==> src/sv/frame_quality_warning_detector_defines.svh <==
// Assertion macros used by the frame quality warning detector datapath.
`ifndef FRAME_QUALITY_WARNING_DETECTOR_DEFINES_SVH
`define FRAME_QUALITY_WARNING_DETECTOR_DEFINES_SVH

`ifndef SYNTHESIS
// Check a property on a named clock, held off while the named reset is high.
`define FQWD_ASSERT_CLK(lbl, ck, rs, prop, msg) \
  lbl: assert property (@(posedge ck) disable iff (rs) prop) else $error(msg);
// Same check on the local clk and rst.
`define FQWD_ASSERT(lbl, prop, msg) \
  `FQWD_ASSERT_CLK(lbl, clk, rst, prop, msg)
`else
`define FQWD_ASSERT_CLK(lbl, ck, rs, prop, msg)
`define FQWD_ASSERT(lbl, prop, msg)
`endif

`endif

==> src/sv/fqwd_pkg.sv <==
`timescale 1ns / 1ps
// Types, constants and codes shared by the frame quality warning detector.
package fqwd_pkg;

  // Default parameter values
  localparam int COUNT_BITS_DEF  = 16;
  localparam int SAMPLE_BITS_DEF = 16;

  // Item field widths
  localparam int STAR_W  = 16;
  localparam int BG_W    = 16;
  localparam int WIDTH_W = 12;
  localparam int CENT_W  = 16;

  // Configuration register widths and reset values
  localparam int RATIO_W = 10;
  localparam int LIMIT_W = 12;
  localparam int DROP_W  = 8;
  localparam int RISE_W  = 16;
  localparam int CFG_IDX_W  = 3;
  localparam int CFG_DATA_W = 16;

  localparam logic [RATIO_W-1:0] RATIO_HIGH_RST = 10'd358;
  localparam logic [RATIO_W-1:0] RATIO_LOW_RST  = 10'd179;
  localparam logic [LIMIT_W-1:0] SHIFT_LIMIT_RST = 12'd80;
  localparam logic [DROP_W-1:0]  DROP_RST        = 8'd102;
  localparam logic [RISE_W-1:0]  RISE_RST        = 16'd100;

  // Ratio of 1.0 in 8 fraction bits, used when width_y is zero
  localparam logic [WIDTH_W+7:0] RATIO_ONE_Q8 = 20'd256;

  // Configuration register indexes
  typedef enum logic [CFG_IDX_W-1:0] {
    CFG_RATIO_HIGH  = 3'd0,
    CFG_RATIO_LOW   = 3'd1,
    CFG_SHIFT_LIMIT = 3'd2,
    CFG_DROP        = 3'd3,
    CFG_RISE        = 3'd4
  } cfg_idx_t;

  // Controller states
  typedef enum logic [3:0] {
    ST_IDLE,
    ST_RHI,
    ST_RLO,
    ST_NCX,
    ST_NCY,
    ST_DXSQ,
    ST_DYSQ,
    ST_LIMN,
    ST_LIMSQ,
    ST_NSTAR,
    ST_DROP,
    ST_NBG,
    ST_RISE,
    ST_FINISH
  } state_t;

  // Datapath step codes
  typedef enum logic [3:0] {
    OP_NONE,
    OP_RHI,
    OP_RLO,
    OP_NCX,
    OP_NCY,
    OP_DXSQ,
    OP_DYSQ,
    OP_LIMN,
    OP_LIMSQ,
    OP_NSTAR,
    OP_DROP,
    OP_NBG,
    OP_RISE,
    OP_FINISH
  } op_t;

  // Controller to datapath
  typedef struct packed {
    op_t  op;
    logic load;    // capture item, clear history on start of sequence
    logic finish;  // write result register and accumulate
  } dp_cmd_t;

  // Datapath to controller
  typedef struct packed {
    logic n_zero;    // no earlier frames in this sequence
    logic out_busy;  // result register holds an item not taken this cycle
  } dp_status_t;

endpackage

==> src/sv/fqwd_ctrl.sv <==
`timescale 1ns / 1ps
// Sequencing state machine of the frame quality warning detector.
module fqwd_ctrl (
  input  logic                clk,
  input  logic                rst,
  input  logic                in_valid,
  output logic                in_ready,
  input  fqwd_pkg::dp_status_t status,
  output fqwd_pkg::dp_cmd_t   cmd
);
  import fqwd_pkg::*;

  state_t state, state_next;

  // State register
  always_ff @(posedge clk) begin
    if (rst) begin
      state <= ST_IDLE;
    end else begin
      state <= state_next;
    end
  end

  // Next state
  always_comb begin
    state_next = state;
    case (state)
      ST_IDLE: begin
        if (in_valid) state_next = ST_RHI;
      end
      ST_RHI: begin
        // first frame of a sequence: nothing to check
        state_next = status.n_zero ? ST_FINISH : ST_RLO;
      end
      ST_RLO:   state_next = ST_NCX;
      ST_NCX:   state_next = ST_NCY;
      ST_NCY:   state_next = ST_DXSQ;
      ST_DXSQ:  state_next = ST_DYSQ;
      ST_DYSQ:  state_next = ST_LIMN;
      ST_LIMN:  state_next = ST_LIMSQ;
      ST_LIMSQ: state_next = ST_NSTAR;
      ST_NSTAR: state_next = ST_DROP;
      ST_DROP:  state_next = ST_NBG;
      ST_NBG:   state_next = ST_RISE;
      ST_RISE:  state_next = ST_FINISH;
      ST_FINISH: begin
        if (!status.out_busy) state_next = ST_IDLE;
      end
      default:  state_next = ST_IDLE;
    endcase
  end

  // Outputs; nothing is taken while reset is high
  always_comb begin
    in_ready   = 1'b0;
    cmd.op     = OP_NONE;
    cmd.load   = 1'b0;
    cmd.finish = 1'b0;
    case (state)
      ST_IDLE: begin
        in_ready = !rst;
        cmd.load = in_valid && !rst;
      end
      ST_RHI:   cmd.op = OP_RHI;
      ST_RLO:   cmd.op = OP_RLO;
      ST_NCX:   cmd.op = OP_NCX;
      ST_NCY:   cmd.op = OP_NCY;
      ST_DXSQ:  cmd.op = OP_DXSQ;
      ST_DYSQ:  cmd.op = OP_DYSQ;
      ST_LIMN:  cmd.op = OP_LIMN;
      ST_LIMSQ: cmd.op = OP_LIMSQ;
      ST_NSTAR: cmd.op = OP_NSTAR;
      ST_DROP:  cmd.op = OP_DROP;
      ST_NBG:   cmd.op = OP_NBG;
      ST_RISE:  cmd.op = OP_RISE;
      ST_FINISH: begin
        cmd.op     = OP_FINISH;
        cmd.finish = !status.out_busy;
      end
      default: cmd.op = OP_NONE;
    endcase
  end

endmodule

==> src/sv/fqwd_datapath.sv <==
`timescale 1ns / 1ps
// Running sums, shared multiplier and flag logic of the frame quality detector.
`include "frame_quality_warning_detector_defines.svh"
module fqwd_datapath #(
  parameter int COUNT_BITS  = fqwd_pkg::COUNT_BITS_DEF,
  parameter int SAMPLE_BITS = fqwd_pkg::SAMPLE_BITS_DEF
) (
  input  logic                              clk,
  input  logic                              rst,
  input  fqwd_pkg::dp_cmd_t                 cmd,
  output fqwd_pkg::dp_status_t              status,
  input  logic                              start_sequence,
  input  logic [fqwd_pkg::STAR_W-1:0]       num_stars,
  input  logic [fqwd_pkg::BG_W-1:0]         sky_background,
  input  logic [fqwd_pkg::WIDTH_W-1:0]      width_x,
  input  logic [fqwd_pkg::WIDTH_W-1:0]      width_y,
  input  logic [fqwd_pkg::CENT_W-1:0]       centroid_x,
  input  logic [fqwd_pkg::CENT_W-1:0]       centroid_y,
  input  logic [fqwd_pkg::RATIO_W-1:0]      ratio_high_q8,
  input  logic [fqwd_pkg::RATIO_W-1:0]      ratio_low_q8,
  input  logic [fqwd_pkg::LIMIT_W-1:0]      shift_limit_sixteenths,
  input  logic [fqwd_pkg::DROP_W-1:0]       drop_fraction_q8,
  input  logic [fqwd_pkg::RISE_W-1:0]       background_rise_limit,
  input  logic                              out_ready,
  output logic                              out_valid,
  output logic                              baseline_ready,
  output logic                              wind_flag,
  output logic                              cloud
);
  import fqwd_pkg::*;

  localparam int SUM_W  = COUNT_BITS + SAMPLE_BITS;
  // n times a 16 bit sample must fit one multiplier operand
  localparam int MUL_W  = (SUM_W > COUNT_BITS + CENT_W) ? SUM_W : COUNT_BITS + CENT_W;
  localparam int PROD_W = 2 * MUL_W;

  // Captured item
  logic [STAR_W-1:0]  stars_r;
  logic [BG_W-1:0]    bg_r;
  logic [WIDTH_W-1:0] wx_r;
  logic [WIDTH_W-1:0] wy_r;
  logic [CENT_W-1:0]  cx_r;
  logic [CENT_W-1:0]  cy_r;

  // History
  logic [SUM_W-1:0]      star_sum;
  logic [SUM_W-1:0]      background_sum;
  logic [SUM_W-1:0]      centroid_x_sum;
  logic [SUM_W-1:0]      centroid_y_sum;
  logic [COUNT_BITS-1:0] frame_count;

  // Working registers
  logic [PROD_W-1:0] prod;
  logic [MUL_W-1:0]  dx;
  logic [MUL_W-1:0]  dy;
  logic [PROD_W:0]   acc;
  logic              lt;
  logic              wind_r;
  logic              cloud_r;

  logic [MUL_W-1:0]     mul_a;
  logic [MUL_W-1:0]     mul_b;
  logic [PROD_W-1:0]    mul_p;
  logic                 mul_load;
  logic [WIDTH_W+7:0]   ratio_num;
  logic [WIDTH_W-1:0]   ratio_den;
  logic [MUL_W-1:0]     n_m;
  logic [MUL_W-1:0]     prod_lo;
  logic [MUL_W-1:0]     diff_src;
  logic [MUL_W-1:0]     abs_diff;
  logic [PROD_W-1:0]    bg_bound;
  logic                 bg_hit;
  logic                 count_full;

  // Ratio operands; a zero width_y counts as a ratio of exactly one
  assign ratio_num = (wy_r != '0) ? {wx_r, 8'h00} : RATIO_ONE_Q8;
  assign ratio_den = (wy_r != '0) ? wy_r : WIDTH_W'(1);

  assign n_m     = MUL_W'(frame_count);
  assign prod_lo = prod[MUL_W-1:0];

  // Shared multiplier operand select
  always_comb begin
    mul_a = '0;
    mul_b = '0;
    case (cmd.op)
      OP_RHI: begin
        mul_a = MUL_W'(ratio_high_q8);
        mul_b = MUL_W'(ratio_den);
      end
      OP_RLO: begin
        mul_a = MUL_W'(ratio_low_q8);
        mul_b = MUL_W'(ratio_den);
      end
      OP_NCX: begin
        mul_a = n_m;
        mul_b = MUL_W'(cx_r);
      end
      OP_NCY: begin
        mul_a = n_m;
        mul_b = MUL_W'(cy_r);
      end
      OP_DXSQ: begin
        mul_a = dx;
        mul_b = dx;
      end
      OP_DYSQ: begin
        mul_a = dy;
        mul_b = dy;
      end
      OP_LIMN: begin
        mul_a = MUL_W'(shift_limit_sixteenths);
        mul_b = n_m;
      end
      OP_LIMSQ: begin
        mul_a = prod_lo;
        mul_b = prod_lo;
      end
      OP_NSTAR: begin
        mul_a = n_m;
        mul_b = MUL_W'(stars_r);
      end
      OP_DROP: begin
        mul_a = MUL_W'(drop_fraction_q8);
        mul_b = MUL_W'(star_sum);
      end
      OP_NBG: begin
        mul_a = n_m;
        mul_b = MUL_W'(bg_r);
      end
      OP_RISE: begin
        mul_a = MUL_W'(background_rise_limit);
        mul_b = n_m;
      end
      default: begin
        mul_a = '0;
        mul_b = '0;
      end
    endcase
  end

  assign mul_p    = PROD_W'(mul_a) * PROD_W'(mul_b);
  assign mul_load = !(cmd.op == OP_NONE || cmd.op == OP_FINISH);

  // Centroid distance from baseline, as |n*c - S|
  assign diff_src = (cmd.op == OP_NCY) ? MUL_W'(centroid_x_sum) : MUL_W'(centroid_y_sum);
  assign abs_diff = (prod_lo >= diff_src) ? prod_lo - diff_src : diff_src - prod_lo;

  // Background test: n*bg against sum + rise*n
  assign bg_bound = PROD_W'(background_sum) + prod;
  assign bg_hit   = PROD_W'(dy) > bg_bound;

  assign count_full = (frame_count == {COUNT_BITS{1'b1}});

  // Item capture
  always_ff @(posedge clk) begin
    if (cmd.load) begin
      stars_r <= num_stars;
      bg_r    <= sky_background;
      wx_r    <= width_x;
      wy_r    <= width_y;
      cx_r    <= centroid_x;
      cy_r    <= centroid_y;
    end
  end

  // History: cleared on reset and on start of sequence, grown when the item finishes unless the count is full
  always_ff @(posedge clk) begin
    if (rst) begin
      star_sum       <= '0;
      background_sum <= '0;
      centroid_x_sum <= '0;
      centroid_y_sum <= '0;
      frame_count    <= '0;
    end else if (cmd.load && start_sequence) begin
      star_sum       <= '0;
      background_sum <= '0;
      centroid_x_sum <= '0;
      centroid_y_sum <= '0;
      frame_count    <= '0;
    end else if (cmd.finish && !count_full) begin
      star_sum       <= star_sum + SUM_W'(stars_r);
      background_sum <= background_sum + SUM_W'(bg_r);
      centroid_x_sum <= centroid_x_sum + SUM_W'(cx_r);
      centroid_y_sum <= centroid_y_sum + SUM_W'(cy_r);
      frame_count    <= frame_count + COUNT_BITS'(1);
    end
  end

  // Product register
  always_ff @(posedge clk) begin
    if (mul_load) prod <= mul_p;
  end

  // Step work on the previous product
  always_ff @(posedge clk) begin
    case (cmd.op)
      OP_NCY:   dx  <= abs_diff;
      OP_DXSQ:  dy  <= abs_diff;
      OP_DYSQ:  acc <= {1'b0, prod};
      OP_LIMN:  acc <= acc + {1'b0, prod};
      OP_DROP: begin
        lt <= prod < PROD_W'(star_sum);
        dx <= MUL_W'(star_sum) - prod_lo;
      end
      OP_RISE:  dy  <= prod_lo;
      default: begin
      end
    endcase
  end

  // Flags
  always_ff @(posedge clk) begin
    if (rst) begin
      wind_r  <= 1'b0;
      cloud_r <= 1'b0;
    end else if (cmd.load) begin
      wind_r  <= 1'b0;
      cloud_r <= 1'b0;
    end else begin
      case (cmd.op)
        OP_RLO:   wind_r <= wind_r | (PROD_W'(ratio_num) > prod);
        OP_NCX:   wind_r <= wind_r | (PROD_W'(ratio_num) < prod);
        OP_NSTAR: wind_r <= wind_r | (acc > {1'b0, prod});
        OP_NBG:   cloud_r <= cloud_r | (lt && (PROD_W'({dx, 8'h00}) > prod));
        default: begin
        end
      endcase
    end
  end

  // Result register
  always_ff @(posedge clk) begin
    if (rst) begin
      out_valid <= 1'b0;
    end else if (cmd.finish) begin
      out_valid <= 1'b1;
    end else if (out_ready) begin
      out_valid <= 1'b0;
    end
  end

  always_ff @(posedge clk) begin
    if (cmd.finish) begin
      baseline_ready <= !status.n_zero;
      wind_flag      <= wind_r && !status.n_zero;
      cloud          <= (cloud_r || bg_hit) && !status.n_zero;
    end
  end

  assign status.n_zero   = (frame_count == '0);
  assign status.out_busy = out_valid && !out_ready;

  `FQWD_ASSERT(a_first_quiet, out_valid && !baseline_ready |-> !wind_flag && !cloud, "flag without baseline")
  `FQWD_ASSERT(a_count_grows, !cmd.load |=> frame_count >= $past(frame_count), "frame count fell")
  `FQWD_ASSERT(a_start_clears, cmd.load && start_sequence |=> frame_count == '0, "history not cleared")
  `FQWD_ASSERT(a_finish_shows, cmd.finish |=> out_valid, "result not shown")

endmodule

==> src/sv/frame_quality_warning_detector.sv <==
`timescale 1ns / 1ps
// Top level of the frame quality warning detector.
//
//  channel  direction  handshake              payload
//  in       to block   in_valid / in_ready    start_sequence .. centroid_y
//  out      from block out_valid / out_ready  baseline_ready, wind_flag, cloud
//  cfg      to block   cfg_valid / cfg_ready  cfg_index, cfg_data
//
// A checked frame passes from accept through twelve steps on the single shared
// multiplier to a finish step. The first frame of a sequence skips the checks and
// goes from the first ratio step straight to finish. The next item is accepted in the
// cycle after the result register loads; a stalled result holds only the finish step.
// Reset clears the history and restores the register defaults; in_ready and cfg_ready
// stay low while reset is high, and cfg_ready is high otherwise.
module frame_quality_warning_detector #(
  parameter int COUNT_BITS  = fqwd_pkg::COUNT_BITS_DEF,
  parameter int SAMPLE_BITS = fqwd_pkg::SAMPLE_BITS_DEF
) (
  input  logic                              clk,
  input  logic                              rst,
  input  logic                              in_valid,
  output logic                              in_ready,
  input  logic                              start_sequence,
  input  logic [fqwd_pkg::STAR_W-1:0]       num_stars,
  input  logic [fqwd_pkg::BG_W-1:0]         sky_background,
  input  logic [fqwd_pkg::WIDTH_W-1:0]      width_x,
  input  logic [fqwd_pkg::WIDTH_W-1:0]      width_y,
  input  logic [fqwd_pkg::CENT_W-1:0]       centroid_x,
  input  logic [fqwd_pkg::CENT_W-1:0]       centroid_y,
  output logic                              out_valid,
  input  logic                              out_ready,
  output logic                              baseline_ready,
  output logic                              wind_flag,
  output logic                              cloud,
  input  logic                              cfg_valid,
  output logic                              cfg_ready,
  input  logic [fqwd_pkg::CFG_IDX_W-1:0]    cfg_index,
  input  logic [fqwd_pkg::CFG_DATA_W-1:0]   cfg_data
);
  import fqwd_pkg::*;

  logic [RATIO_W-1:0] ratio_high_q8;
  logic [RATIO_W-1:0] ratio_low_q8;
  logic [LIMIT_W-1:0] shift_limit_sixteenths;
  logic [DROP_W-1:0]  drop_fraction_q8;
  logic [RISE_W-1:0]  background_rise_limit;

  dp_cmd_t    cmd;
  dp_status_t status;

  assign cfg_ready = !rst;

  // Configuration registers; unknown indexes are dropped
  always_ff @(posedge clk) begin
    if (rst) begin
      ratio_high_q8          <= RATIO_HIGH_RST;
      ratio_low_q8           <= RATIO_LOW_RST;
      shift_limit_sixteenths <= SHIFT_LIMIT_RST;
      drop_fraction_q8       <= DROP_RST;
      background_rise_limit  <= RISE_RST;
    end else if (cfg_valid && cfg_ready) begin
      case (cfg_index)
        CFG_RATIO_HIGH:  ratio_high_q8          <= cfg_data[RATIO_W-1:0];
        CFG_RATIO_LOW:   ratio_low_q8           <= cfg_data[RATIO_W-1:0];
        CFG_SHIFT_LIMIT: shift_limit_sixteenths <= cfg_data[LIMIT_W-1:0];
        CFG_DROP:        drop_fraction_q8       <= cfg_data[DROP_W-1:0];
        CFG_RISE:        background_rise_limit  <= cfg_data[RISE_W-1:0];
        default: begin
        end
      endcase
    end
  end

  // Sequencer
  fqwd_ctrl u_ctrl (
    .clk      (clk),
    .rst      (rst),
    .in_valid (in_valid),
    .in_ready (in_ready),
    .status   (status),
    .cmd      (cmd)
  );

  // Sums, multiplier and flags
  fqwd_datapath #(
    .COUNT_BITS  (COUNT_BITS),
    .SAMPLE_BITS (SAMPLE_BITS)
  ) u_datapath (
    .clk                    (clk),
    .rst                    (rst),
    .cmd                    (cmd),
    .status                 (status),
    .start_sequence         (start_sequence),
    .num_stars              (num_stars),
    .sky_background         (sky_background),
    .width_x                (width_x),
    .width_y                (width_y),
    .centroid_x             (centroid_x),
    .centroid_y             (centroid_y),
    .ratio_high_q8          (ratio_high_q8),
    .ratio_low_q8           (ratio_low_q8),
    .shift_limit_sixteenths (shift_limit_sixteenths),
    .drop_fraction_q8       (drop_fraction_q8),
    .background_rise_limit  (background_rise_limit),
    .out_ready              (out_ready),
    .out_valid              (out_valid),
    .baseline_ready         (baseline_ready),
    .wind_flag              (wind_flag),
    .cloud                  (cloud)
  );

endmodule
==> config.mk <==
export PLATFORM = sky130hd
export DESIGN_NAME = frame_quality_warning_detector
export DESIGN_NICKNAME = d
export VERILOG_FILES = /design/src/sv/fqwd_pkg.sv /design/src/sv/fqwd_ctrl.sv /design/src/sv/fqwd_datapath.sv /design/src/sv/frame_quality_warning_detector.sv
export VERILOG_INCLUDE_DIRS = /design/src /design/src/sv
export SDC_FILE = /design/constraint.sdc
export NUM_CORES = 2
export LEC_CHECK = 0
export BUFFER_PORTS_ARGS = -buffer_cell sky130_fd_sc_hd__buf_2
export CAP_MARGIN = 20
export CELL_PAD_IN_SITES_DETAIL_PLACEMENT = 0
export CELL_PAD_IN_SITES_GLOBAL_PLACEMENT = 2
export CORE_AREA = 2 2 484 486
export DETAILED_ROUTE_END_ITERATION = 10
export DIE_AREA = 0 0 486 488
export PLACE_DENSITY = 0.71
export SLEW_MARGIN = 20
export SYNTH_ARGS = -nofsm -noshare
export SYNTH_HDL_FRONTEND = slang
export SYNTH_SLANG_ARGS = --single-unit
==> constraint.sdc <==
create_clock -name clk -period 12 [get_ports clk]
set_input_delay 1.8 -clock clk [delete_from_list [all_inputs] [get_ports clk]]
set_output_delay 1.8 -clock clk [all_outputs]
set_load 0.005 [all_outputs]
==> flow_summary.json <==
{
  "status": "finished, final reports clean",
  "vias": 58100,
  "syn_avg_cell_area_sq_um": 8.65,
  "swShare": 0.560,
  "synthXorXnorAreaFrac": 0.0389,
  "die_area_sq_um": 237000,
  "grt_overflow": 0,
  "critPathMaxFanout": 23,
  "synth-adder-area-share": 0.386,
  "ioPinCount": 119,
  "rows": 177,
  "synth_area_sq_um": 69300,
  "path_class": "flop to flop",
  "routed_wl_microns": 277000,
  "fillers": 24200,
  "crit_required_ns": 12.43,
  "async_flop_share": 0,
  "yosys.area_share.simple": 0.157,
  "mostFrequentLayoutCells": "inv_1, nand2_1, fa_1",
  "fmax_ghz": 0.0879,
  "cp-end-kind": "flop",
  "relSlewSlack": 0.240,
  "period_needed_ns": 11.38,
  "hpwl_microns": 226000,
  "grt_pass1_vias": 59800,
  "start_util": 0.299,
  "final_cell_area_sq_um": 76800,
  "drive_above_1_share": 0.0724,
  "postCtsSetupBuffers": 0,
  "power.leakage_nw": 35.4,
  "core_sq_um": 232000,
  "h-tree-depth": 3,
  "hp-class": "flop to flop",
  "slowest_stage": "dfxtp_1",
  "ys_seq_elements": 492,
  "maxCapViolations": 0,
  "worst_r2r_path_depth": 35,
  "syn-num-nets": 9729,
  "synth_cell_types": 92,
  "grt_use_total": 0.233,
  "min_period_over_period": 0.948,
  "seq_area_frac_synth": 0.183,
  "synthMuxAreaShare": 0.0130,
  "io_buffers": 118,
  "peakVddDrop_uv": 173,
  "drc": 0,
  "die_h_microns": 488,
  "rsz0062_at_grt": "no",
  "grt_pass1_wl_microns": 408000,
  "clock_latency_ns": 0.69,
  "wire_per_inst_microns": 24.8,
  "synth_compound_area_frac": 0.132,
  "final_hold_viol_count": 0,
  "skew_ns": 0.0296,
  "clockPowerShare": 0.107,
  "fin_ws_ns": 0.620,
  "drt_first_pass_iters": 7,
  "comb_power_share": 0.748,
  "clock-sinks": 492,
  "synth_edf_count": 285,
  "p_int_mw": 8.84,
  "viasPerCell": 5.20,
  "start_kind": "flop",
  "ys_warn_count": 0,
  "synthFlopType": "edfxtp_1",
  "hold_depth": 2,
  "synthToLayoutAreaGrowth_pct": 10.7,
  "final_antenna_net_count": 0,
  "seq_power_share": 0.146,
  "place_ws_ns": 0.486,
  "cp.arrival_ns": 11.81,
  "maxSlewViolCount": 0,
  "layout_commonest_cell": "inv_1",
  "power_density_nw_per_um2": 262,
  "setup_violations": 0,
  "max_stage_delay_ns": 0.76,
  "p_sw_mw": 11.3,
  "drt_iter0_drc": 4879,
  "cts_tree": "done",
  "nets": 9786,
  "synth_top_family_by_area": "adder cells",
  "cts_inserted_buffers": 68,
  "tns_ns": 0,
  "dieWidth_microns": 486,
  "syn_inst": 8020,
  "cpMostUsedCell": "fa_1",
  "cts_hold_buf": 0,
  "antenna_found_initial": 14,
  "worst_pin_slew_ns": 1.14,
  "grt_start_max_net_pins": 88,
  "post_dp_cell_area_sq_um": 74500,
  "path_clk_slew_ns": 0.06,
  "cts_buffer_depth": 3,
  "cts_root_buffer": "clkbuf_16",
  "routabilityCongestion": 0.932
}
[power by group through the flow]
stage	clock network, mW	registers (mW)	logic, mW
3_5_place_dp	0	2.94	14.8
3_3_place_gp	0	2.94	14.7
5_1_grt	2.25	2.95	16.5
4_1_cts	2.20	2.91	14.9
2_1_floorplan	0	2.77	9.37
6_report	2.15	2.93	15.0
[through the flow]
step	total power, mW	util	hold WS (ns)	std cells
floorplan	12.1	-	0.425	8020
finish	20.1	0.331	0.456	11200
detailed placement	17.7	0.321	0.447	11100
CTS	20.0	0.331	0.455	11200
global placement	17.7	0.321	0.444	11000
global route	21.7	0.331	0.469	11200
[critical path, delay by kind of cell (launching register included)]
family	cells	cell delay [ns]
simple gates	5	1.51
fa+ha+maj	9	4.55
buf+inv	10	1.48
xor+xnor	1	0.13
flops	1	0.76
compound gates	10	2.69
[Yosys cell counts (27+ instances only)]
library cell | count | share of area
o21a_1 | 37 | 0.0040
a211oi_1 | 41 | 0.0044
mux2i_1 | 61 | 0.0088
xor2_1 | 104 | 0.013
dfxtp_1 | 207 | 0.060
ha_1 | 691 | 0.12
nor3_1 | 75 | 0.0054
fa_1 | 905 | 0.26
nand2b_1 | 64 | 0.0058
a31oi_1 | 40 | 0.0036
a21o_1 | 176 | 0.019
and3_1 | 57 | 0.0051
nand2_1 | 924 | 0.050
o211ai_1 | 27 | 0.0029
clkbuf_1 | 325 | 0.018
or3_1 | 46 | 0.0041
edfxtp_1 | 285 | 0.12
a222oi_1 | 53 | 0.0076
xnor2_1 | 204 | 0.026
a21oi_1 | 491 | 0.035
nand4_1 | 103 | 0.0093
nor2_1 | 820 | 0.044
o21bai_1 | 52 | 0.0056
nor2b_1 | 60 | 0.0054
nor4_1 | 38 | 0.0034
and2_1 | 43 | 0.0039
o21ai_1 | 65 | 0.0047
o21ai_0 | 220 | 0.016
inv_1 | 1287 | 0.070
nand3_1 | 133 | 0.0096
[layer usage]
| metal | share of wire | track usage | vias up |
|---|---|---|---|
| li1 | - | - | 26400 |
| met1 | 0.46 | 0.330 | 29300 |
| met2 | 0.44 | 0.370 | 2052 |
| met3 | 0.061 | 0.0263 | 312 |
| met4 | 0.033 | 0.0702 | 4 |
| met5 | 0.00011 | 0 | - |
[what timing repair did]
item	in CTS	in global routing
gates resized for setup	0	2
setup endpoints to repair	0	4
hold endpoints to repair	0	0
[area by class of cell]
| type | count | area, sq um | share of cell area |
|---|---|---|---|
| flip-flops and latches | 492 | 12700 | 0.165 |
| clock inverters | 38 | 435 | 0.00567 |
| diodes | 3 | 7.51 | 0.0000978 |
| well taps | 3043 | 3810 | 0.0496 |
| repair buffers | 349 | 2420 | 0.0316 |
| inverters | 1299 | 4880 | 0.0635 |
| clock buffers | 88 | 1890 | 0.0246 |
| multi-input cells | 5867 | 50700 | 0.660 |
[logic make-up (layout without fill, tap and decap cells)]
group	count (synthesis)	after routing
AO/OA/AOI/OAI	1420	1420
XOR/XNOR	308	308
adder cells (fa/ha/maj)	1596	1596
buffers and inverters	1661	1774
flip-flops	492	492
multiplexers	87	87
other	0	3
AND/OR/NAND/NOR	2456	2456
[path summary, 6_finish.rpt]
kind                               to  slack, ns                startpoint
max reg2reg       u_datapath.prod[63]       0.62           u_ctrl.state[0]
max               u_datapath.prod[63]       0.62           u_ctrl.state[0]
min          background_rise_limit[3]       0.46  background_rise_limit[3]
min reg2reg  background_rise_limit[3]       0.46  background_rise_limit[3]
[state kept, by name (all words and copies together), names as in the netlist, 32 cells and up]
name	count
u_datapath.dx	32
u_datapath.dy	32
u_datapath.star_sum	32
u_datapath.background_sum	32
u_datapath.centroid_x_sum	32
u_datapath.acc	65
u_datapath.centroid_y_sum	32
u_datapath.prod	64
(Power assumes the default switching activity.)
